$ cat src/hdl/tlbpt_pkg.sv
package tlbpt_pkg;

  // Address split: page number above the offset.
  localparam int VA_BITS      = 16;
  localparam int OFFSET_BITS  = 8;
  localparam int PAGE_BITS    = 8;
  localparam int FRAME_BITS   = 8;
  localparam int PAGE_COUNT   = 256;

  // TLB geometry; ranks run from 0 (most recent) to TLB_ENTRIES-1.
  localparam int TLB_ENTRIES  = 16;
  localparam int TLB_IDX_BITS = 4;
  localparam logic [TLB_IDX_BITS-1:0] RANK_OLDEST = TLB_IDX_BITS'(TLB_ENTRIES - 1);

  // Result of the associative TLB search.
  typedef struct packed {
    logic                  hit;
    logic [FRAME_BITS-1:0] frame;
  } tlb_lookup_t;

  // Update request: touch the page, filling with the frame on a miss.
  typedef struct packed {
    logic                  touch;
    logic [PAGE_BITS-1:0]  page;
    logic [FRAME_BITS-1:0] frame;
  } tlb_upd_t;

endpackage

$ cat src/hdl/tlbpt_ram.sv
module tlbpt_ram #(
  parameter int DEPTH = 256,
  parameter int WIDTH = 8,
  parameter int ADDR_BITS = $clog2(DEPTH)
) (
  input  logic                 clk,
  input  logic                 we,
  input  logic [ADDR_BITS-1:0] waddr,
  input  logic [WIDTH-1:0]     wdata,
  input  logic                 re,
  input  logic [ADDR_BITS-1:0] raddr,
  output logic [WIDTH-1:0]     rdata
);

  logic [WIDTH-1:0] mem [DEPTH];

  // Single write port, single registered read port.
  always_ff @(posedge clk) begin
    if (we) begin
      mem[waddr] <= wdata;
    end
    if (re) begin
      rdata <= mem[raddr];
    end
  end

endmodule

$ cat src/hdl/tlbpt_tlb.sv
module tlbpt_tlb import tlbpt_pkg::*; (
  input  logic        clk,
  input  logic        rst,
  input  tlb_upd_t    upd,
  output tlb_lookup_t lookup
);

  logic [PAGE_BITS-1:0]    tag   [TLB_ENTRIES];
  logic [FRAME_BITS-1:0]   frame [TLB_ENTRIES];
  logic [TLB_IDX_BITS-1:0] rank  [TLB_ENTRIES];
  logic [TLB_ENTRIES-1:0]  valid;

  logic [TLB_ENTRIES-1:0]  hit_vec;
  logic [TLB_IDX_BITS-1:0] hit_idx;
  logic [TLB_IDX_BITS-1:0] hit_rank;
  logic                    any_free;
  logic [TLB_IDX_BITS-1:0] free_idx;
  logic [TLB_IDX_BITS-1:0] oldest_idx;
  logic [TLB_IDX_BITS-1:0] victim;

  // Associative search; tags of valid entries are unique.
  always_comb begin
    for (int k = 0; k < TLB_ENTRIES; k++) begin
      hit_vec[k] = valid[k] && (tag[k] == upd.page);
    end
    hit_idx = '0;
    for (int k = TLB_ENTRIES - 1; k >= 0; k--) begin
      if (hit_vec[k]) begin
        hit_idx = TLB_IDX_BITS'(k);
      end
    end
    hit_rank     = rank[hit_idx];
    lookup.hit   = |hit_vec;
    lookup.frame = frame[hit_idx];
  end

  // Victim choice: the first free entry, otherwise the one holding the oldest rank.
  // With every entry valid the ranks form a permutation, so the oldest is unique.
  always_comb begin
    any_free   = ~&valid;
    free_idx   = '0;
    oldest_idx = '0;
    for (int k = TLB_ENTRIES - 1; k >= 0; k--) begin
      if (!valid[k]) begin
        free_idx = TLB_IDX_BITS'(k);
      end
      if (rank[k] == RANK_OLDEST) begin
        oldest_idx = TLB_IDX_BITS'(k);
      end
    end
    victim = any_free ? free_idx : oldest_idx;
  end

  // Valid bits are the only control state here.
  always_ff @(posedge clk) begin
    if (rst) begin
      valid <= '0;
    end else if (upd.touch && !lookup.hit) begin
      valid[victim] <= 1'b1;
    end
  end

  // Age update and fill.
  always_ff @(posedge clk) begin
    if (upd.touch) begin
      if (lookup.hit) begin
        for (int k = 0; k < TLB_ENTRIES; k++) begin
          if (valid[k] && (TLB_IDX_BITS'(k) != hit_idx) && (rank[k] < hit_rank)) begin
            rank[k] <= rank[k] + 1'b1;
          end
        end
        rank[hit_idx] <= '0;
      end else begin
        for (int k = 0; k < TLB_ENTRIES; k++) begin
          if (valid[k] && (TLB_IDX_BITS'(k) != victim) && (rank[k] < RANK_OLDEST)) begin
            rank[k] <= rank[k] + 1'b1;
          end
        end
        rank[victim]  <= '0;
        tag[victim]   <= upd.page;
        frame[victim] <= upd.frame;
      end
    end
  end

endmodule

$ cat src/hdl/tlb_lru_page_translator.sv
// Channel   Ports                                        Handshake
// request   virtual_address                              start, busy (taken when start && !busy)
// result    physical_address, tlb_hit, page_fault        done (one-cycle strobe)
//
// The accepting edge issues the page-table RAM read for an item,
// and the next cycle searches the TLB, writes the page table back and updates ages.
// busy is high for that lookup cycle only; done follows in the cycle after it, while
// the next item may already be accepted. Reset is synchronous; the page-table RAM
// needs no clearing pass since its valid bits are flip-flops.
// The receiver cannot stall: each result is shown for exactly one cycle.
module tlb_lru_page_translator import tlbpt_pkg::*; (
  input  logic                clk,
  input  logic                rst,
  input  logic                start,
  output logic                busy,
  input  logic [VA_BITS-1:0]  virtual_address,
  output logic                done,
  output logic [VA_BITS-1:0]  physical_address,
  output logic                tlb_hit,
  output logic                page_fault
);

  localparam logic ST_IDLE = 1'b0;
  localparam logic ST_LOOK = 1'b1;

  logic                    state;
  logic                    accept;
  logic [VA_BITS-1:0]      va;
  logic [PAGE_BITS-1:0]    page_in;
  logic [PAGE_BITS-1:0]    page;
  logic [PAGE_COUNT-1:0]   table_valid;
  logic                    pt_valid;
  logic [FRAME_BITS-1:0]   pt_frame;
  logic [FRAME_BITS-1:0]   next_free_frame;
  logic [FRAME_BITS-1:0]   miss_frame;
  logic                    fault;
  logic [FRAME_BITS-1:0]   frame;
  tlb_upd_t                upd;
  tlb_lookup_t             lookup;

  assign accept  = start && !busy;
  assign busy    = (state == ST_LOOK);
  assign page_in = virtual_address[OFFSET_BITS +: PAGE_BITS];
  assign page    = va[OFFSET_BITS +: PAGE_BITS];

  // Sequencer: enters the lookup state after each accepted item.
  always_ff @(posedge clk) begin
    if (rst) begin
      state <= ST_IDLE;
    end else if (accept) begin
      state <= ST_LOOK;
    end else begin
      state <= ST_IDLE;
    end
  end

  // Capture the item and its page-table valid bit alongside the RAM read.
  always_ff @(posedge clk) begin
    if (accept) begin
      va       <= virtual_address;
      pt_valid <= table_valid[page_in];
    end
  end

  tlbpt_ram #(
    .DEPTH(PAGE_COUNT),
    .WIDTH(FRAME_BITS)
  ) u_page_table (
    .clk  (clk),
    .we   (busy && fault),
    .waddr(page),
    .wdata(next_free_frame),
    .re   (accept),
    .raddr(page_in),
    .rdata(pt_frame)
  );

  // Frame a TLB miss would use: the page table's, otherwise a new frame.
  // The TLB request is built from busy, the page and this frame, never from the TLB's own search.
  assign miss_frame = pt_valid ? pt_frame : next_free_frame;
  assign upd        = {busy, page, miss_frame};

  // Frame choice: TLB first, then the page table, otherwise a new frame.
  always_comb begin
    fault     = !lookup.hit && !pt_valid;
    if (lookup.hit) begin
      frame = lookup.frame;
    end else begin
      frame = miss_frame;
    end
  end

  tlbpt_tlb u_tlb (
    .clk   (clk),
    .rst   (rst),
    .upd   (upd),
    .lookup(lookup)
  );

  // Page-table valid bits and the free-frame counter, which wraps.
  always_ff @(posedge clk) begin
    if (rst) begin
      table_valid     <= '0;
      next_free_frame <= '0;
    end else if (busy && fault) begin
      table_valid[page] <= 1'b1;
      next_free_frame   <= next_free_frame + 1'b1;
    end
  end

  // Result register and strobe.
  always_ff @(posedge clk) begin
    if (rst) begin
      done <= 1'b0;
    end else begin
      done <= busy;
    end
  end

  always_ff @(posedge clk) begin
    if (busy) begin
      physical_address <= {frame, va[OFFSET_BITS-1:0]};
      tlb_hit          <= lookup.hit;
      page_fault       <= fault;
    end
  end

  // A result strobe is always preceded by a lookup cycle.
  a_done_after_look: assert property (@(posedge clk) disable iff (rst)
    done |-> $past(busy))
    else $error("result strobe without a preceding lookup cycle");

  // The lookup state is never held over: busy drops after each lookup.
  a_look_single: assert property (@(posedge clk) disable iff (rst)
    busy |=> !busy)
    else $error("lookup cycle held for more than one cycle");

  // An accepted item always enters the lookup cycle.
  a_accept_look: assert property (@(posedge clk) disable iff (rst)
    start && !busy |=> busy)
    else $error("accepted item did not start a lookup");

  // A TLB hit never faults.
  a_hit_no_fault: assert property (@(posedge clk) disable iff (rst)
    done |-> !(tlb_hit && page_fault))
    else $error("result flags both a TLB hit and a page fault");

endmodule
$ cat config.mk
export PLATFORM = sky130hd
export DESIGN_NAME = tlb_lru_page_translator
export DESIGN_NICKNAME = d
export VERILOG_FILES = /design/src/hdl/tlbpt_pkg.sv /design/src/hdl/tlbpt_ram.sv /design/src/hdl/tlbpt_tlb.sv /design/src/hdl/tlb_lru_page_translator.sv
export SDC_FILE = /design/constraint.sdc
export NUM_CORES = 2
export LEC_CHECK = 0
export BUFFER_PORTS_ARGS = -buffer_cell sky130_fd_sc_hd__clkbuf_2
export CAP_MARGIN = 20
export CORE_MARGIN = 2
export CORE_UTILIZATION = 60
export DETAILED_ROUTE_END_ITERATION = 12
export PLACE_DENSITY_LB_ADDON = 0.08
export SLEW_MARGIN = 20
export SYNTH_ARGS = -nofsm -noshare
export SYNTH_HDL_FRONTEND = slang
export SYNTH_SLANG_ARGS = --single-unit
$ cat constraint.sdc
create_clock -name clk -period 8.8 [get_ports clk]
set_clock_uncertainty 0.15 [all_clocks]
set_input_delay 1.32 -clock clk [delete_from_list [all_inputs] [get_ports clk]]
set_output_delay 1.32 -clock clk [all_outputs]
set_load 0.02 [all_outputs]
* Yosys cells after proc, flatten, opt, wreduce, memory -nomap -nowiden
Memory sizes are Yosys's and may differ from the RTL's. A register that Yosys moved wholly into a read port is not among the register bits.
Cells that the tools add are included.
** Storage, ports and cells
- Input bits :: 19
- Memory bits (writable) :: 2368
- Flip-flop bits (word level) :: 317
- Memories kept :: 4
- Bits in latches :: 0
- ROM bits :: 0
- Output and inout port bits :: 20
** Memory list
- u_page_table.mem :: depth 256, bits a word 8, read ports 1, clocked after Yosys merged registers in 1, write ports 1, RTL line tlbpt_ram.sv:15 : logic [WIDTH-1:0] mem [DEPTH];
- u_tlb.frame :: depth 16, bits a word 8, read ports 1, clocked after Yosys merged registers in 0, write ports 1, RTL line tlbpt_tlb.sv:9 : logic [FRAME_BITS-1:0] frame [TLB_ENTRIES];
- u_tlb.tag :: depth 16, bits a word 8, read ports 16, clocked after Yosys merged registers in 0, write ports 1, RTL line tlbpt_tlb.sv:8 : logic [PAGE_BITS-1:0] tag [TLB_ENTRIES];
- u_tlb.rank :: depth 16, bits a word 4, read ports 17, clocked after Yosys merged registers in 0, write ports 17, RTL line tlbpt_tlb.sv:10 : logic [TLB_IDX_BITS-1:0] rank [TLB_ENTRIES];
** Cells by class
- $add $sub $neg :: 17
- Multiply operators :: 0
- Shifts and indexed selects :: 0
- Eq/ne operators :: 62
- Div/mod/pow operators :: 0
- $lt $le $gt $ge :: 37
- Muxes and demuxes :: 213
- Bitwise operators :: 18
- Reductions and logical operators :: 94
** Operator list (count)
- $mux 4 :: 67
- $or 256x256->256 :: 1
- $mux 1 :: 141
- $eq 8x8->1 :: 16
- $logic_and 1x1->1 :: 86
- $add 4x1->4 const B :: 16
- $eq 4x4->1 const B :: 16
- $lt 4x4->1 :: 16
- $lt 4x4->1 const B :: 16
- $ne 4x4->1 const A :: 16
- $ne 3x4->1 const A :: 8
- $lt 8x9->1 const B :: 2
- $mux 8 :: 2
- $ne 2x4->1 const A :: 4
- $or 1x1->1 :: 16
- $or 16x16->16 :: 1
- $reduce_and 16->1 :: 1
- $reduce_or 16->1 :: 1
- $add 8x1->8 const B :: 1
- $bmux 1 s8 :: 1
- $demux 1 s8 :: 1
- $ge 8x1->1 const B :: 1
- $ne 1x4->1 const A :: 2
- $reduce_bool 4->1 :: 2
- other kinds (5) :: 7

* Depth between registers and ports, before layout
- Word-level depth :: 26
- Depth in mapped cells :: 24
- Gate-level depth less buffers :: 20

* Cells and area by module
A second synthesis with hierarchy kept.
** Unflattened totals
- Cell total of the unflattened synthesis :: 6589
- Area total of the unflattened synthesis :: 108614.2 um^2
** Modules (own cells, without submodules)
- tlbpt_ram :: cells each 3733, area an instance 79636.4 um^2, times used 1, sequential area each 61739.2 um^2
- tlbpt_tlb :: cells each 1628, area an instance 17128.9 um^2, times used 1, sequential area each 9288.9 um^2
- tlb_lru_page_translator :: cells each 1228, area an instance 11848.9 um^2, times used 1, sequential area each 6376.1 um^2

* Worst setup path before layout
OpenSTA, ideal clock, no wires.
- Path type :: register to register
- Start :: register va[13]
- End :: memory u_tlb.rank[9][3]
- Library setup time :: 70 ps
- Required time :: 8580 ps
- Arrival time :: 5863 ps
- Path buffers :: 5
- Stages on the path, launching flop included :: 22
- Slack :: 2718 ps
- Path through :: edfxtp_1 > buf_2 > buf_6 > xnor2_1 > nand3_1 > nor4_2 > and4bb_1 > a2111oi_4 > or2_1 > buf_6 > clkbuf_1 > buf_2 > nand3_1 > a32o_1 > a221oi_1 > ha_1 > a211oi_1 > o311ai_0 > o21ai_0 > o21ai_2 > or3_1 > a21oi_1
** RTL lines
- start: declaration :: RTL line tlb_lru_page_translator.sv:28 : logic [VA_BITS-1:0] va;
- start signal: assignment :: RTL line tlb_lru_page_translator.sv:60 : va <= virtual_address;
- end: declaration :: RTL line tlbpt_tlb.sv:10

==> results.md <==
* M2 GR Usage at 0.432
* FP Rows at 154
* First-pass GRT wire length at 368000 um
* Arrival @ worst endpoint at 7650 ps
* Antenna violation net count after detailed routing at 0
* # hold bufs at CTS at 0
* Mux contribution to synthesized area at 0.166
* P&R area growth vs syn at 11.1%
* Mapped Cells at 5744
* Hpwl dp at 147000 um
* Vias in the first global route at 53800
* CP endpoint kind: flip-flop
* Hold crit path type: reg2reg
* Compound-cell area share of the yosys netlist at 0.0154
* Global routing usage on met1 at 0.416
* Worst setup SP type: flip-flop
* PwrDens at 222 nW/um^2
* Post-Syn Area at 107000 sq um
* Synth Area in Adders at 0.00763
* Final wirelength at 249000 um
* Design Power at 26.3 mW
* Vias/cell at 6.50
* # H-tree levels at 5
* GRT Resource Usage Total at 0.279
* Dpl cells at 7907
* Largest family of logic cells by synthesized area: multiplexers
* Fmax at 0.143 GHz
* Met3 Track Usage GR at 0.0470
* Largest area contributor in the netlist: edfxtp_1
* Top FF cell, synth: edfxtp_1
* Die height at 425 um
* Final Util at 0.671
* Final nets at 5943
* Synth unique cells at 71
* GRT busiest layer: met2
* Largest cells by area after synthesis: edfxtp_1 66%, mux4_2 16%, dfxtp_1 6.5%, nor2_1 3.0%, nand2_1 1.0%
* Hold Vio Cnt, Final at 0
* Initial antenna violation count at 8
* CTS-repair resized insts at 0
* Max_slew headroom at 0.234
* Core area at 176000 sq um
* Non-Filler Instances at 8408
* Status: completed
* Avg WL per Cell at 29.6 um
* Critical path type: reg2reg
* Share of cells above drive strength 1 at 0.228
* Seq/Total Area, Yosys at 0.727
* Global route overflow at 0
* Register bit count reported by yosys at 2693
* XOR/XNOR Fraction of Synth Area at 0.0124
* Crit Path Max Fanout at 70
* Root Buffer: clkbuf_16
* Die W at 425 um
* Max Cap Viol at 0
* Worst EP required at 9470 ps
* Clock slew at reported path FFs at 60 ps
* Post-synth EDFFs at 2347
* CTS buffer count at 286
* Ys Warns at 0
* DR iter-0 viols at 6265
* Post-synth top area share at 0.661
* Buffers on Ports at 38
* Post-CTS setup buffer count at 0
* Io pins at 39
* Die ar. at 181000 sq um
* Fin. max-slew vios at 0
* Post-route minimum period at 6980 ps
* Worst skew pair latency at 920 ps
* Starting density of the core at 0.604
* Setup Viol. Count Final at 0
* Fin crit share at 0.793
* Vias post-DR at 54700
* Peak VDD IR at 0.000179 V
* Sum Neg Setup Slack at 0 ps
* Clock Path Buffers at 4
* Drt drc at 0
* Worst-margin pin slew at 1150 ps
* CTS tree: done
* Global placement routability congestion at 0.881
* Mean Syn Cell Area at 18.5 sq um
* RSZ-0062 raised after global routing: no
* Pleak at 38.2 nW
* Post-Synth Simple-Gate Area at 0.0593
* DRT Pass-1 Iters at 6
* Largest net degree at the start of global routing at 253
* Post-synthesis async set-or-reset flop share at 0
* Mapped Nets at 5828
* CTS sink count at 2693
[critical path: stages, from the launching register on]
cell,delay (ps)
edfxtp_1,980
buf_4,360
xnor2_1,150
nand4_1,130
nor4_2,330
and4bb_1,300
a2111oi_4,600
or2_4,480
buf_4,660
nand2_1,130
a31oi_1,200
o22ai_1,100
a221o_1,620
ha_1,360
a211oi_1,230
o311ai_0,160
o21ai_0,250
o21ai_2,140
or3_1,360
a21oi_1,130
[cell usage in the layout, fill, tap and decap left out, types with 7 or more instances in the layout]
| master | count |
|---|---|
| nor4_1 | 9 |
| mux4_2 | 765 |
| nand4_1 | 54 |
| mux2i_1 | 34 |
| edfxtp_1 | 2347 |
| o21ai_0 | 31 |
| nand2_1 | 282 |
| dfxtp_1 | 338 |
| o21ba_2 | 26 |
| and3_1 | 43 |
| clkbuf_2 | 32 |
| clkbuf_8 | 40 |
| ha_1 | 65 |
| or3_1 | 10 |
| o31ai_1 | 18 |
| buf_4 | 78 |
| a211oi_1 | 9 |
| clkbuf_16 | 290 |
| nand2b_1 | 7 |
| xnor2_1 | 120 |
| a21oi_1 | 16 |
| o21a_1 | 10 |
| a32oi_1 | 8 |
| clkinv_1 | 20 |
| nor2_1 | 845 |
| nand4b_1 | 8 |
| a31oi_1 | 29 |
| inv_1 | 26 |
| clkbuf_1 | 71 |
| dfxtp_4 | 8 |
| nand3_1 | 163 |
| o211ai_1 | 17 |
| nor2b_1 | 11 |
| buf_12 | 13 |
| bufinv_16 | 14 |
| xor2_1 | 31 |
| mux2_2 | 8 |
| clkinv_2 | 46 |
| nor3_1 | 18 |
[metal layers]
metal	vias up	part of all wire
met1	28700	0.41
met4	2	0.030
li1	23100	-
met3	462	0.081
met2	2419	0.48
met5	-	0.000048
[synth_stat cells (7+ instances only)]
| master | count |
|---|---|
| xor2_1 | 31 |
| edfxtp_1 | 2347 |
| dfxtp_1 | 346 |
| mux2_2 | 8 |
| o211ai_1 | 17 |
| a32oi_1 | 8 |
| nor4_1 | 9 |
| o21ba_2 | 26 |
| nand3_1 | 169 |
| and3_1 | 43 |
| nand4_1 | 54 |
| buf_6 | 14 |
| a31oi_1 | 29 |
| xnor2_1 | 120 |
| clkbuf_1 | 195 |
| o21ai_0 | 31 |
| or3_1 | 10 |
| o31ai_1 | 18 |
| nor3_1 | 18 |
| nor2_1 | 846 |
| a21oi_1 | 17 |
| mux4_2 | 765 |
| inv_1 | 26 |
| mux2i_1 | 34 |
| a211oi_1 | 9 |
| nand4b_1 | 8 |
| nand2b_1 | 7 |
| nor2b_1 | 12 |
| nand2_1 | 283 |
| o21a_1 | 10 |
| buf_1 | 79 |
| ha_1 | 65 |
| buf_2 | 13 |
[metrics by stage]
stage	area, sq um	setup slack (ps)	hold WS [ps]
after floorplan	107000	2720	250
after global placement	109000	2110	250
after detailed placement	109000	1940	255
after CTS	118000	1890	267
after global routing	118000	1360	281
final	118000	1820	263
[path summary, 6_finish.rpt]
check	slack, ps	start	end	cells after the start
setup / recovery	1820	va[12]	u_tlb.rank[9][3]	19
hold reg to reg	260	va[2]	physical_address[2]	0
hold / removal	260	va[2]	physical_address[2]	0
setup reg to reg	1820	va[12]	u_tlb.rank[9][3]	19
[power breakdown]
part           switching, mW  internal [mW]
Combinational          0.583          0.424
Clock                   4.72           6.79
Sequential            0.0288           13.8
Total                   5.33           21.0
[cell families after synthesis]
logic type,count (synthesis)
AOI/OAI and AO/OA,215
xor gates and xnor gates,151
adders and majority gates,65
buffers and inverters,332
DFF,2693
muxes,807
and+or+nand+nor,1481
[state kept, by name (all words and copies together) (netlist names)]
name	count
u_page_table.mem	2048
table_valid	256
u_tlb.frame	128
u_tlb.tag	128
u_tlb.rank	64
physical_address	16
u_tlb.valid	16
va	16
next_free_frame	8
u_page_table.rdata	8
busy	1
done	1
page_fault	1
pt_valid	1
tlb_hit	1
[final cells by class]
cell class / instances / area, sq um
clock buffer: 402 / 8080
tap: 2340 / 2930
timing repair buffer: 133 / 1180
inverter: 26 / 97.6
sequential: 2693 / 77400
multi-input combinational: 2719 / 27800
clock inverter: 90 / 817
fill: 11500 / 57900
antenna: 5 / 12.5
No activity file was read; power rests on OpenSTA's default activity.
